File: src/design/ocf_pkg.sv
`default_nettype none
package ocf_pkg;

  localparam int unsigned HEADER_BYTES = 12;
  localparam int unsigned ALIGN_BYTES  = 4;
  // padding counts are carried at this width; covers alignments up to 16
  localparam int unsigned PAD_MAX_W    = 4;
  localparam int unsigned Q_DEPTH      = 4;

  localparam logic [31:0] CRC_POLY  = 32'hEDB88320;
  localparam logic [7:0]  PAD_BYTE  = 8'hFF;

  localparam logic [1:0] FUNC_BEGIN  = 2'd0;
  localparam logic [1:0] FUNC_DATA   = 2'd1;
  localparam logic [1:0] FUNC_FINISH = 2'd2;

  localparam logic [2:0] ST_OK    = 3'd0;
  localparam logic [2:0] ST_ZERO  = 3'd1;
  localparam logic [2:0] ST_PART  = 3'd2;
  localparam logic [2:0] ST_OVF   = 3'd3;
  localparam logic [2:0] ST_ORDER = 3'd4;

  typedef enum logic [1:0] {
    CMD_HDR,
    CMD_DATA,
    CMD_FIN,
    CMD_ERR
  } cmd_kind_t;

  // w0: type word / data byte / payload total / error code
  typedef struct packed {
    cmd_kind_t              kind;
    logic [31:0]            w0;
    logic [31:0]            w1;
    logic [31:0]            w2;
    logic [PAD_MAX_W-1:0]   pad;
  } cmd_t;

  function automatic logic [31:0] crc_byte(input logic [31:0] crc, input logic [7:0] b);
    logic [31:0] c;
    c = ~crc ^ {24'd0, b};
    for (int k = 0; k < 8; k++) begin
      c = (c >> 1) ^ (c[0] ? CRC_POLY : 32'd0);
    end
    return ~c;
  endfunction

endpackage
`default_nettype wire

File: src/design/ota_container_framer_core.sv
// Path: an input word is written into the command queue; result words are registered onto
// the outputs from the queue head. Throughput: one result word per cycle while out_ready
// is high and a command waits; a begin yields 12 words, a data word 1 plus its padding
// count, finish and errors 1. Input: a word per cycle while the four-entry queue has room.
// Reset: synchronous, active high; clears the CRC, totals, image and error state.
`default_nettype none
module ota_container_framer_core #(
  parameter int unsigned ALIGN_BYTES = ocf_pkg::ALIGN_BYTES
) (
  input  wire logic        clk,
  input  wire logic        rst,
  input  wire logic        in_valid,
  output logic             in_ready,
  input  wire logic [1:0]  func,
  input  wire logic [31:0] image_kind,
  input  wire logic [31:0] image_length,
  input  wire logic [31:0] start_address,
  input  wire logic [31:0] partition_limit,
  input  wire logic [7:0]  data_byte,
  output logic             out_valid,
  input  wire logic        out_ready,
  output logic             byte_valid,
  output logic [7:0]       out_byte,
  output logic             is_last,
  output logic [2:0]       status,
  output logic [31:0]      container_crc,
  output logic [31:0]      payload_size
);

  ocf_pkg::cmd_t wr_cmd;
  ocf_pkg::cmd_t rd_cmd;
  logic          push;
  logic          pop;
  logic          q_full;
  logic          q_valid;

  ocf_front #(
    .ALIGN_BYTES(ALIGN_BYTES)
  ) u_front (
    .clk            (clk),
    .rst            (rst),
    .in_valid       (in_valid),
    .in_ready       (in_ready),
    .func           (func),
    .image_kind     (image_kind),
    .image_length   (image_length),
    .start_address  (start_address),
    .partition_limit(partition_limit),
    .data_byte      (data_byte),
    .q_full         (q_full),
    .push           (push),
    .cmd            (wr_cmd)
  );

  ocf_queue u_queue (
    .clk     (clk),
    .rst     (rst),
    .push    (push),
    .wr_cmd  (wr_cmd),
    .full    (q_full),
    .pop     (pop),
    .rd_valid(q_valid),
    .rd_cmd  (rd_cmd)
  );

  ocf_emit u_emit (
    .clk          (clk),
    .rst          (rst),
    .q_valid      (q_valid),
    .cmd          (rd_cmd),
    .pop          (pop),
    .out_valid    (out_valid),
    .out_ready    (out_ready),
    .byte_valid   (byte_valid),
    .out_byte     (out_byte),
    .is_last      (is_last),
    .status       (status),
    .container_crc(container_crc),
    .payload_size (payload_size)
  );

endmodule
`default_nettype wire

File: src/design/ocf_front.sv
`default_nettype none
module ocf_front #(
  parameter int unsigned ALIGN_BYTES = ocf_pkg::ALIGN_BYTES
) (
  input  wire logic        clk,
  input  wire logic        rst,
  input  wire logic        in_valid,
  output logic             in_ready,
  input  wire logic [1:0]  func,
  input  wire logic [31:0] image_kind,
  input  wire logic [31:0] image_length,
  input  wire logic [31:0] start_address,
  input  wire logic [31:0] partition_limit,
  input  wire logic [7:0]  data_byte,
  input  wire logic        q_full,
  output logic             push,
  output ocf_pkg::cmd_t    cmd
);

  localparam int unsigned RES_W = (ALIGN_BYTES > 1) ? $clog2(ALIGN_BYTES) : 1;
  localparam int unsigned SUM_W = RES_W + 2;

  // weight of byte lane i in the residue: 256^i mod ALIGN_BYTES
  function automatic int unsigned lane_weight(input int unsigned i);
    int unsigned r;
    r = 1 % ALIGN_BYTES;
    for (int unsigned k = 0; k < i; k++) begin
      r = (r * 256) % ALIGN_BYTES;
    end
    return r;
  endfunction

  logic [RES_W-1:0] byte_res [4][256];
  logic [RES_W-1:0] sum_mod  [2**SUM_W];

  for (genvar i = 0; i < 4; i++) begin : g_lane
    for (genvar b = 0; b < 256; b++) begin : g_byte
      assign byte_res[i][b] = RES_W'(((b % ALIGN_BYTES) * lane_weight(i)) % ALIGN_BYTES);
    end
  end
  for (genvar s = 0; s < 2**SUM_W; s++) begin : g_mod
    assign sum_mod[s] = RES_W'(s % ALIGN_BYTES);
  end

  logic [31:0]      payload_total;
  logic [31:0]      bytes_left;
  logic [RES_W-1:0] pad_left;
  logic             image_open;
  logic             error_sticky;
  logic [2:0]       err_code;

  logic [31:0]      payload_total_next;
  logic [31:0]      bytes_left_next;
  logic [RES_W-1:0] pad_left_next;
  logic             image_open_next;
  logic             error_sticky_next;
  logic [2:0]       err_code_next;

  logic [SUM_W-1:0] res_sum;
  logic [RES_W-1:0] res;
  logic [RES_W-1:0] pad_calc;
  logic [32:0]      aligned;
  logic [33:0]      total;
  logic             part_err;
  logic             ovf_err;
  logic             last_byte;

  assign in_ready = !q_full;
  assign push     = in_valid && !q_full;

  assign res_sum = SUM_W'(byte_res[0][image_length[7:0]])
                 + SUM_W'(byte_res[1][image_length[15:8]])
                 + SUM_W'(byte_res[2][image_length[23:16]])
                 + SUM_W'(byte_res[3][image_length[31:24]]);

  assign res      = sum_mod[res_sum];
  assign pad_calc = (res == '0) ? '0 : RES_W'(ALIGN_BYTES) - res;
  assign aligned  = {1'b0, image_length} + 33'(pad_calc);
  assign total    = {1'b0, aligned} + 34'(ocf_pkg::HEADER_BYTES);
  assign part_err = aligned > {1'b0, partition_limit};
  assign ovf_err  = total > {2'b00, ~payload_total};
  assign last_byte = bytes_left == 32'd1;

  always_comb begin
    payload_total_next = payload_total;
    bytes_left_next    = bytes_left;
    pad_left_next      = pad_left;
    image_open_next    = image_open;
    error_sticky_next  = error_sticky;
    err_code_next      = err_code;
    cmd.kind = ocf_pkg::CMD_ERR;
    cmd.w0   = '0;
    cmd.w1   = '0;
    cmd.w2   = '0;
    cmd.pad  = '0;

    if (error_sticky) begin
      cmd.w0 = {29'd0, err_code};
    end else begin
      case (func)
        ocf_pkg::FUNC_BEGIN: begin
          if (image_open) begin
            err_code_next = ocf_pkg::ST_ORDER;
          end else if (image_length == '0) begin
            err_code_next = ocf_pkg::ST_ZERO;
          end else if (part_err) begin
            err_code_next = ocf_pkg::ST_PART;
          end else if (ovf_err) begin
            err_code_next = ocf_pkg::ST_OVF;
          end else begin
            cmd.kind = ocf_pkg::CMD_HDR;
            cmd.w0   = image_kind;
            cmd.w1   = aligned[31:0];
            cmd.w2   = start_address;
            payload_total_next = payload_total + total[31:0];
            bytes_left_next    = image_length;
            pad_left_next      = pad_calc;
            image_open_next    = 1'b1;
          end
        end
        ocf_pkg::FUNC_DATA: begin
          if (!image_open || bytes_left == '0) begin
            err_code_next = ocf_pkg::ST_ORDER;
          end else begin
            cmd.kind = ocf_pkg::CMD_DATA;
            cmd.w0   = {24'd0, data_byte};
            cmd.pad  = last_byte ? ocf_pkg::PAD_MAX_W'(pad_left) : '0;
            bytes_left_next = bytes_left - 32'd1;
            if (last_byte) begin
              pad_left_next   = '0;
              image_open_next = 1'b0;
            end
          end
        end
        ocf_pkg::FUNC_FINISH: begin
          if (image_open) begin
            err_code_next = ocf_pkg::ST_ORDER;
          end else begin
            cmd.kind = ocf_pkg::CMD_FIN;
            cmd.w0   = payload_total;
            payload_total_next = '0;
          end
        end
        default: begin
          err_code_next = ocf_pkg::ST_ORDER;
        end
      endcase
      if (cmd.kind == ocf_pkg::CMD_ERR) begin
        error_sticky_next = 1'b1;
        cmd.w0 = {29'd0, err_code_next};
      end
    end
  end

  always_ff @(posedge clk) begin
    if (rst) begin
      payload_total <= '0;
      bytes_left    <= '0;
      pad_left      <= '0;
      image_open    <= 1'b0;
      error_sticky  <= 1'b0;
      err_code      <= ocf_pkg::ST_OK;
    end else if (push) begin
      payload_total <= payload_total_next;
      bytes_left    <= bytes_left_next;
      pad_left      <= pad_left_next;
      image_open    <= image_open_next;
      error_sticky  <= error_sticky_next;
      err_code      <= err_code_next;
    end
  end

endmodule
`default_nettype wire

File: src/design/ocf_queue.sv
`default_nettype none
module ocf_queue (
  input  wire logic          clk,
  input  wire logic          rst,
  input  wire logic          push,
  input  wire ocf_pkg::cmd_t wr_cmd,
  output logic               full,
  input  wire logic          pop,
  output logic               rd_valid,
  output ocf_pkg::cmd_t      rd_cmd
);

  localparam int unsigned PTR_W = $clog2(ocf_pkg::Q_DEPTH);

  ocf_pkg::cmd_t    entries [ocf_pkg::Q_DEPTH];
  logic [PTR_W-1:0] wr_ptr;
  logic [PTR_W-1:0] rd_ptr;
  logic [PTR_W:0]   count;

  assign full     = count == (PTR_W+1)'(ocf_pkg::Q_DEPTH);
  assign rd_valid = count != '0;
  assign rd_cmd   = entries[rd_ptr];

  always_ff @(posedge clk) begin
    if (push) begin
      entries[wr_ptr] <= wr_cmd;
    end
  end

  always_ff @(posedge clk) begin
    if (rst) begin
      wr_ptr <= '0;
      rd_ptr <= '0;
      count  <= '0;
    end else begin
      if (push) begin
        wr_ptr <= wr_ptr + 1'b1;
      end
      if (pop) begin
        rd_ptr <= rd_ptr + 1'b1;
      end
      case ({push, pop})
        2'b10:   count <= count + 1'b1;
        2'b01:   count <= count - 1'b1;
        default: count <= count;
      endcase
    end
  end

endmodule
`default_nettype wire

File: src/design/ocf_emit.sv
`default_nettype none
module ocf_emit (
  input  wire logic          clk,
  input  wire logic          rst,
  input  wire logic          q_valid,
  input  wire ocf_pkg::cmd_t cmd,
  output logic               pop,
  output logic               out_valid,
  input  wire logic          out_ready,
  output logic               byte_valid,
  output logic [7:0]         out_byte,
  output logic               is_last,
  output logic [2:0]         status,
  output logic [31:0]        container_crc,
  output logic [31:0]        payload_size
);

  logic [3:0]  cnt;
  logic [31:0] crc_running;
  logic        load;

  logic        g_valid;
  logic [7:0]  g_byte;
  logic        g_last;
  logic [2:0]  g_status;
  logic [31:0] g_crc;
  logic [31:0] g_size;
  logic [31:0] hdr_word;
  logic [1:0]  hdr_lane;

  assign load     = q_valid && (!out_valid || out_ready);
  assign pop      = load && g_last;
  assign hdr_lane = 2'd3 - cnt[1:0];

  always_comb begin
    case (cnt[3:2])
      2'd0:    hdr_word = cmd.w0;
      2'd1:    hdr_word = cmd.w1;
      default: hdr_word = cmd.w2;
    endcase
  end

  always_comb begin
    g_valid  = 1'b0;
    g_byte   = '0;
    g_last   = 1'b1;
    g_status = ocf_pkg::ST_OK;
    g_crc    = '0;
    g_size   = '0;
    case (cmd.kind)
      ocf_pkg::CMD_HDR: begin
        g_valid = 1'b1;
        g_byte  = hdr_word[8*hdr_lane +: 8];
        g_last  = cnt == 4'(ocf_pkg::HEADER_BYTES - 1);
      end
      ocf_pkg::CMD_DATA: begin
        g_valid = 1'b1;
        g_byte  = (cnt == '0) ? cmd.w0[7:0] : ocf_pkg::PAD_BYTE;
        g_last  = cnt == cmd.pad;
      end
      ocf_pkg::CMD_FIN: begin
        g_crc  = crc_running;
        g_size = cmd.w0;
      end
      default: begin
        g_status = cmd.w0[2:0];
      end
    endcase
  end

  always_ff @(posedge clk) begin
    if (rst) begin
      out_valid   <= 1'b0;
      cnt         <= '0;
      crc_running <= '0;
    end else begin
      if (load) begin
        out_valid <= 1'b1;
        cnt       <= g_last ? '0 : cnt + 1'b1;
        if (g_valid) begin
          crc_running <= ocf_pkg::crc_byte(crc_running, g_byte);
        end else if (cmd.kind == ocf_pkg::CMD_FIN) begin
          crc_running <= '0;
        end
      end else if (out_ready) begin
        out_valid <= 1'b0;
      end
    end
  end

  // hold the word until taken
  always_ff @(posedge clk) begin
    if (load) begin
      byte_valid    <= g_valid;
      out_byte      <= g_byte;
      is_last       <= g_last;
      status        <= g_status;
      container_crc <= g_crc;
      payload_size  <= g_size;
    end
  end

endmodule
`default_nettype wire
File: config.mk
export PLATFORM = sky130hd
export DESIGN_NAME = ota_container_framer_core
export DESIGN_NICKNAME = d
export VERILOG_FILES = /design/src/design/ocf_pkg.sv /design/src/design/ota_container_framer_core.sv /design/src/design/ocf_front.sv /design/src/design/ocf_queue.sv /design/src/design/ocf_emit.sv
export SDC_FILE = /design/constraint.sdc
export NUM_CORES = 1
export LEC_CHECK = 0
export BUFFER_PORTS_ARGS = -buffer_cell sky130_fd_sc_hd__buf_2
export CAP_MARGIN = 5
export CORE_UTILIZATION = 55
export CTS_CLUSTER_DIAMETER = 100
export DETAILED_ROUTE_END_ITERATION = 10
export GPL_TIMING_DRIVEN = 0
export HOLD_SLACK_MARGIN = 0.08
export PLACE_DENSITY_LB_ADDON = 0.25
export SLEW_MARGIN = 20
export SYNTH_ARGS = -nofsm -noshare
export SYNTH_HDL_FRONTEND = slang
export SYNTH_HIERARCHICAL = 1
export SYNTH_SLANG_ARGS = --single-unit
File: constraint.sdc
create_clock -name clk -period 5.9 [get_ports clk]
set_clock_uncertainty 0.2 [all_clocks]
set_input_delay 0 -clock clk [delete_from_list [all_inputs] [get_ports clk]]
set_output_delay 0 -clock clk [all_outputs]
set_load 0.005 [all_outputs]
==> run_results.csv, run 1 <==
group,metric,value,unit
logic_synthesis,ys_types,103,
global_route,antenna_found_initial,0,
cells_and_area,n_antenna_cell,0,
logic_synthesis,yosysWarnings,6,
logic_synthesis,yosys.area.top_type_share,48.8,%
die,die_area,0.0552,sq mm
critical_path,cp.arrival,6.14,ns
sta,timing.setup.tns,0,ns
cells_and_area,syn_to_final_growth,20.7,%
clock_network,clockBufferDepth,3,
logic_synthesis,synth-seq-cells,602,
detailed_routing,dr_total_vias,21300,
global_route,grt_max_degree,83,
cells_and_area,layout_commonest_cell,"edfxtp_1",
logic_synthesis,synth-main-ff-cell,"edfxtp_1",
critical_path,max_stage_delay,0.44,ns
job,drv_cap,0,
critical_path,cp-end-kind,"register",
clock_network,cts_sinks,602,
critical_path,cp_max_fo,9,
critical_path,critPathRequiredTime,6.20,ns
sta,fin_crit,5.84,ns
clock_network,clock_latency,0.64,ns
cells_and_area,fin_nets,2969,
detailed_routing,dr.pass1.iters,7,
critical_path,r2r_cells,14,
placed_design,place.gp.congestion,0.963,
logic_synthesis,yosys.area.top_type,"edfxtp_1",
logic_synthesis,synth_edf_count,485,
clock_network,path_clk_slew,0.06,ns
cells_and_area,fin_cells,3494,
detailed_routing,route.detailed.drc,0,
sta,post-route-period-util,98.9,%
sta,drv_slew,0,
logic_synthesis,synthArstFlopShare,0,%
logic_synthesis,synthesis.area,0.0299,sq mm
die,rows,85,
clock_network,cts_root_buf,"clkbuf_16",
power,power_density,423,mW/mm^2
sta,slew_headroom,14.4,%
critical_path,rrSetupSlack,1.05,ns
sta,setup_violations,0,
detailed_routing,ant_nets,0,
critical_path,slowest_stage,"nand4_1",
power,p_total,15.2,mW
detailed_routing,wl,86.8,mm
die,start_util,55.6,%
critical_path,worst-path-stages,25,
logic_synthesis,syn_inst,2288,
critical_path,critical_path.endpoint,"u_front/payload_total[4]",
run_status,status,"complete, no violations",
sta,timing.fmax,171,MHz
critical_path,startpoint_type,"input pin",
detailed_routing,via_per_inst,6.11,
detailed_routing,wire_per_inst,24.9,microns
critical_path,path_class,"in -> reg",
clock_network,cts_tree,"done",
logic_synthesis,synth_area_leaders,"edfxtp_1 (49%), mux4_2 (8.4%), dfxtp_1 (7.8%)",
cells_and_area,layout-drive-gt1-share,23.7,%
die,chipHeight,235,microns
placed_design,io_buffers,213,
die,num_io_pins,221,
global_route,grt_pass1_wl,129,mm
cells_and_area,layout_common_cells,"edfxtp_1 (485), buf_2 (236), dlygate4sd3_1 (165), nand2_1 (149), nor2_1 (137)",
global_route,grt_util_all_layers,31.1,%
critical_path,cp_common_cell,"ha_1",
placed_design,placed_cells,3206,
critical_path,worstReg2RegEnd,"u_queue/count[2]",
worst_hold_path,min_path_type,"in -> reg",
sta,hold_violations,0,
critical_path,critPathBufInv,5,
cells_and_area,post-route-util,67.1,%
clock_network,ctsHtreeMaxLevel,2,
logic_synthesis,yosysSeqAreaShare,56.6,%
logic_synthesis,avgSynthCellArea,13.0,sq um
critical_path,crit_family,"compound AO/OA/AOI/OAI gates",
critical_path,crit_path_start,"image_length[0]",
global_route,grt-ovfl-total,0,
power,p_leak,13.1,nW
sta,worst_pin_slew,1.27,ns
die,fp.coreArea,0.0537,sq mm
clock_network,numCtsBuffers,60,
global_route,grt_pass1_vias,21700,
placed_design,dp_hpwl,61.4,mm
power,irDropWorstVdd,0.393,mV
detailed_routing,drt_iter0_drc,1907,
die,die_x,235,microns
## cells in the mapped netlist (5+ instances only)
master / n
nand2_1: 150
nor2b_1: 12
nor3b_1: 8
a211oi_1: 7
a221oi_1: 6
and3_1: 10
o32ai_1: 11
inv_1: 102
nand3_1: 36
or3_1: 20
nand4_1: 23
xnor2_2: 8
xnor2_1: 88
nand3b_1: 8
o22ai_1: 10
nor2_1: 176
nand2b_1: 11
o21ai_0: 73
o211ai_1: 5
and2_4: 31
o31ai_1: 7
nor4_1: 27
and2_1: 79
ha_1: 78
a22oi_1: 44
xor2_1: 56
buf_2: 30
or2_2: 7
edfxtp_1: 485
a222oi_1: 6
mux2_2: 7
a22o_1: 31
dfxtp_1: 117
nor3_1: 47
xnor2_4: 7
mux4_2: 111
o21bai_1: 5
a21oi_1: 110
mux2i_1: 21
a21o_1: 16
buf_4: 8
buf_6: 20
o21ai_1: 19
clkbuf_1: 50
## area by class of cell
type,count,area (sq um)
Buffer,112,697
Clock buffer,78,1600
Clock inverter,35,344
Fill cell,3813,17700
Inverter,104,395
Multi-Input combinational cell,1470,12200
Sequential cell,602,16900
Tap cell,696,871
Timing Repair Buffer,397,2980
## cells by family (layout without fill, tap and decap cells)
kind of cell	after synthesis	count (layout)	share of synthesized area [%]
muxes	145	145	9.63
xor gates and xnor gates	161	161	5.44
DFF	602	602	56.6
adders and majority gates	80	80	3.40
buffers and inverters	217	726	3.57
other	1	2	0.0126
AOI/OAI and AO/OA	403	403	9.22
and+or+nand+nor	679	679	12.1
## state kept, by name, indices dropped and copies added (netlist names), 2 cells and up, named ones only
| signal | count |
|---|---|
| u_front/payload_total | 32 |
| u_queue/wr_ptr | 2 |
| u_front/pad_left | 2 |
| u_queue/entries | 408 |
| u_emit/payload_size | 32 |
| u_emit/cnt | 4 |
| u_emit/out_byte | 8 |
| u_queue/rd_ptr | 2 |
| u_emit/container_crc | 32 |
| u_queue/count | 3 |
| u_emit/status | 3 |
| u_front/err_code | 3 |
| u_front/bytes_left | 32 |
| u_emit/crc_running | 32 |
## worst register-to-register path, cell delays in order (launching register included)
cell and delay (ns):
dfxtp_1 0.35, clkbuf_1 0.59, buf_2 0.39, mux4_2 0.31
buf_1 0.48, nand2_1 0.25, a21oi_1 0.18, nor3b_1 0.07
o21ai_0 0.38, a21oi_1 0.28, ha_1 0.30, fa_1 0.39
xnor2_1 0.16, or3_1 0.31, a21oi_1 0.14
## repair_timing
action | CTS | global route
setup buffers | 6 | 4
cloned | 0 | 1
hold buffers | 163 | 2
endpoints found under the setup margin | 463 | 459
pin swaps | 4 | 11
endpoints found under the hold margin | 461 | 8
gates resized for setup | 42 | 69
## routing by layer
| layer | global-route usage, % | up-vias | share of wire, % |
|---|---|---|---|
| li1 | - | 9542 | - |
| met1 | 38.5 | 10600 | 38 |
| met2 | 53.6 | 999 | 50 |
| met3 | 4.21 | 238 | 6.7 |
| met4 | 15.6 | 0 | 5.1 |
| met5 | 0 | - | 0 |
## metrics by stage
stage,hold WS [ns],cell area (sq um),worst slack (ns)
2_1_floorplan,-0.0179,29900,0.0980
3_5_place_dp,0.121,32000,-2.42
5_1_grt,0.101,36000,-0.0429
3_3_place_gp,0.115,31800,-2.36
6_report,0.0858,36000,0.0636
4_1_cts,0.0902,35800,0.0160
## power breakdown
| group | internal, mW | switching [mW] | total, mW |
|---|---|---|---|
| sequential | 5.51 | 0.309 | 5.82 |
| clock | 2.14 | 1.63 | 3.76 |
| combinational | 2.43 | 3.23 | 5.65 |
| total | 10.1 | 5.16 | 15.2 |
## worst min-delay path by stage
stage	startpoint	end	slack, ns	cells after the start
floorplan	image_length[26]	u_front/bytes_left[26]	-0.02	2
global placement	start_address[20]	u_queue/entries[3][24]	0.11	2
detailed placement	start_address[20]	u_queue/entries[3][24]	0.12	2
CTS	image_length[11]	u_front/bytes_left[11]	0.09	4
global route	image_length[13]	u_queue/entries[2][50]	0.10	5
finish	image_length[9]	u_queue/entries[0][53]	0.09	6
(Power assumes the default switching activity.)
==> run 2, diff against run 1 <==
Settings changed: ABC_AREA set to 1.
==> run 2 against run 1 <==
- register-to-register slack better by 0.50 ns
- critical endpoint is now u_queue/entries[1][98]
- via count is 29% higher
- sequential power fell by 0.7%
- synthesized cell count grew 58%
- largest power group is now combinational cells
- sequential cell count unchanged
- hold slack gained 0.021 ns
- wire length rose by 13%
- highest routed layer unchanged
- global-route usage up 2.3 points
- design area rose by 2.9%
- core utilization is 1.5 points lower
- sequential share of layout area shrank 1.3 points
- clock-buffer cell count fell by 2
==> run_results.csv, run 2 <==
group,metric,value,unit
logic_synthesis,ys_top_cells_by_count,"nand2_1 (688), nor2_1 (608), edfxtp_1 (485)",
job,drv_cap,0,
critical_path,cp.arrival,5.86,ns
detailed_routing,ant_nets,0,
cells_and_area,design_area,0.0371,sq mm
placed_design,post-place-ws,-0.786,ns
logic_synthesis,synth_area_leaders,"edfxtp_1 (46%), nand2_1 (8.2%), dfxtp_1 (7.4%)",
die,fp.coreArea,0.0565,sq mm
sta,rsz0062_at_grt,"no",
logic_synthesis,synth_simple_gate_area_share,22.0,%
logic_synthesis,synth-xor-area-share,2.77,%
detailed_routing,wire_per_inst,20.2,microns
global_route,grt-ovfl-total,0,
logic_synthesis,synth-main-ff-cell,"edfxtp_1",
worst_hold_path,hold_depth,4,
die,start_util,55.8,%
logic_synthesis,synth_top_family_by_area,"simple AND/OR/NAND/NOR gates",
cells_and_area,layout_commonest_cell,"nand2_1",
cells_and_area,n_antenna_cell,0,
cells_and_area,fin_cells,4846,
cells_and_area,layout-drive-gt1-share,12.6,%
cells_and_area,layout_common_cells,"nand2_1 (687), nor2_1 (602), edfxtp_1 (485), inv_1 (382), buf_2 (259)",
logic_synthesis,synth_compound_area_share,11.2,%
logic_synthesis,yosys.area.top_type_share,46.2,%
cells_and_area,syn_to_final_growth,17.6,%
critical_path,worstReg2RegEnd,"u_queue/count[1]",
detailed_routing,wl,98.1,mm
die,chipHeight,241,microns
global_route,grt_max_degree,73,
sta,timing.setup.tns,0,ns
logic_synthesis,yosysMostFrequentCell,"nand2_1",
sta,hold_violations,0,
placed_design,placed_cells,4606,
clock_network,path_clk_slew,0.06,ns
clock_network,clock_latency,0.62,ns
sta,setup_violations,0,
sta,holdWs,0.107,ns
clock_network,cts_sinks,602,
sta,finalWorstSetupSlack,0.236,ns
critical_path,cp-end-kind,"register",
placed_design,place.gp.congestion,1.02,
sta,drv_slew,0,
cells_and_area,largest_register,"u_queue/entries",
global_route,grt_pass1_wl,145,mm
cells_and_area,largest_register_ffs,408,
placed_design,dp_hpwl,71.4,mm
critical_path,r2r_cells,18,
power,irDropWorstVdd,0.355,mV
logic_synthesis,synth_edf_count,485,
global_route,grt_pass1_vias,25400,
sta,timing.fmax,177,MHz
clock_network,ctsHtreeMaxLevel,2,
detailed_routing,dr.pass1.iters,6,
cells_and_area,fin_nets,4260,
logic_synthesis,yosys.area.top_type,"edfxtp_1",
global_route,antenna_found_initial,0,
detailed_routing,drt_iter0_drc,2729,
logic_synthesis,synthArstFlopShare,0,%
global_route,grt_util_all_layers,33.3,%
sta,slew_headroom,26.3,%
placed_design,dpl_cell_area,0.0337,sq mm
logic_synthesis,avgSynthCellArea,8.70,sq um
sta,post-route-period-util,96.0,%
clock_network,cts_tree,"done",
critical_path,critPathRequiredTime,6.10,ns
logic_synthesis,synth-seq-cells,602,
run_status,status,"complete, no violations",
logic_synthesis,syn_inst,3625,
sta,worst_pin_slew,1.10,ns
detailed_routing,route.detailed.drc,0,
detailed_routing,dr_total_vias,27500,
worst_hold_path,min_from,"start_address[11]",
die,die_x,241,microns
critical_path,cp_max_fo,10,
critical_path,path_class,"in -> reg",
detailed_routing,via_per_inst,5.67,
sta,fin_crit,5.66,ns
logic_synthesis,yosysWarnings,6,
clock_network,cts_root_buf,"clkbuf_16",
worst_hold_path,hold_end,"u_queue/entries[1][15]",
logic_synthesis,ys_types,54,
die,rows,87,
cells_and_area,n_fill_cell,4624,
clock_network,numCtsBuffers,60,
die,num_io_pins,221,
logic_synthesis,synth_mux_area_share,0,%
worst_hold_path,min_path_type,"in -> reg",
critical_path,startpoint_type,"input pin",
critical_path,cp_common_cell,"nand2_1",
power,power_density,444,mW/mm^2
critical_path,slowest_stage,"ha_1",
placed_design,io_buffers,219,
clock_network,clockBufferDepth,3,
critical_path,max_stage_delay,0.36,ns
power,p_leak,15.4,nW
logic_synthesis,synth_fa_ha_area_share,3.22,%
logic_synthesis,synthesis.area,0.0315,sq mm
critical_path,rrSetupSlack,1.55,ns
logic_synthesis,yosysSeqAreaShare,53.6,%
die,die_area,0.0583,sq mm
run 2: cell types whose count changed after synthesis, sizes merged, moves of 90 or more:
| cell | before | now |
|---|---|---|
| nor2 | 178 | 621 |
| inv | 102 | 401 |
| xnor2 | 103 | 13 |
| and2 | 112 | 2 |
| mux4 | 112 | 0 |
| nand3 | 37 | 169 |
| o22ai | 10 | 105 |
| o21ai | 93 | 297 |
| nand2 | 150 | 723 |
run 2: worst max path at each step:
| stage | from | endpoint | slack [ns] | cells past startpoint |
|---|---|---|---|---|
| 2_1_floorplan | image_length[0] | u_queue/entries[0][72] | 0.99 | 32 |
| 3_3_place_gp | image_length[0] | u_queue/entries[2][98] | -0.76 | 33 |
| 6_report | image_length[0] | u_queue/entries[1][98] | 0.24 | 32 |
| 3_5_place_dp | image_length[0] | u_queue/entries[1][98] | -0.79 | 33 |
| 4_1_cts | image_length[0] | u_queue/entries[0][76] | 0.04 | 33 |
| 5_1_grt | image_length[0] | u_front/bytes_left[1] | 0.01 | 37 |
run 2: kinds of logic (layout without fill, tap and decap cells):
| group | Yosys count | in the layout |
|---|---|---|
| buffers and inverters | 545 | 1009 |
| flip-flops | 602 | 602 |
| XOR/XNOR | 97 | 97 |
| other | 1 | 2 |
| AND/OR/NAND/NOR | 1646 | 1646 |
| adder cells (fa/ha/maj) | 80 | 80 |
| AO/OA/AOI/OAI | 654 | 654 |
run 2: layout make-up:
cell class / count / area, sq um / area share (%)
multi-input cells: 2479 / 12500 / 33.8
clock inverters: 38 / 332 / 0.894
well taps: 756 / 946 / 2.55
clock buffers: 76 / 1580 / 4.27
inverters: 403 / 1540 / 4.15
repair buffers: 350 / 2480 / 6.68
plain buffers: 142 / 756 / 2.04
flip-flops and latches: 602 / 16900 / 45.6
run 2: metrics by stage:
step	power, mW	util, %
3_3_place_gp	12.5	59.4
2_1_floorplan	10.3	-
5_1_grt	17.3	65.6
6_report	16.5	65.6
4_1_cts	16.3	65.4
3_5_place_dp	12.6	59.7
run 2: metal layers:
layer	wire length (microns)	vias to the layer above	part of all wire, %	track usage, %
met5	0	-	0	0
met4	5070	0	5.2	16.1
met3	8670	248	8.8	4.18
met2	45300	1389	46	54.4
met1	39000	12800	40	44.2
li1	-	13000	-	-
run 2: critical path, delay by kind of cell:
kind,cells,cell delay [ns]
xor gates and xnor gates,2,0.52
AOI/OAI and AO/OA,2,0.42
and+or+nand+nor,17,2.73
buffers and inverters,8,1.26
adders and majority gates,3,0.92
run 2: where the power goes:
group	total, mW	switching, mW	internal [mW]
Sequential	5.78	0.299	5.48
Combinational	6.98	4.85	2.13
Clock	3.72	1.64	2.09
Total	16.5	6.79	9.69
run 2: what timing repair did:
| action | 4_1_cts | 5_1_grt |
|---|---|---|
| endpoints found under the hold margin | 501 | 0 |
| gates cloned | 0 | 0 |
| pin swaps | 0 | 5 |
| endpoints found under the setup margin | 52 | 454 |
| gates resized for setup | 13 | 31 |
| hold buffers | 122 | 0 |
| setup buffers | 0 | 4 |
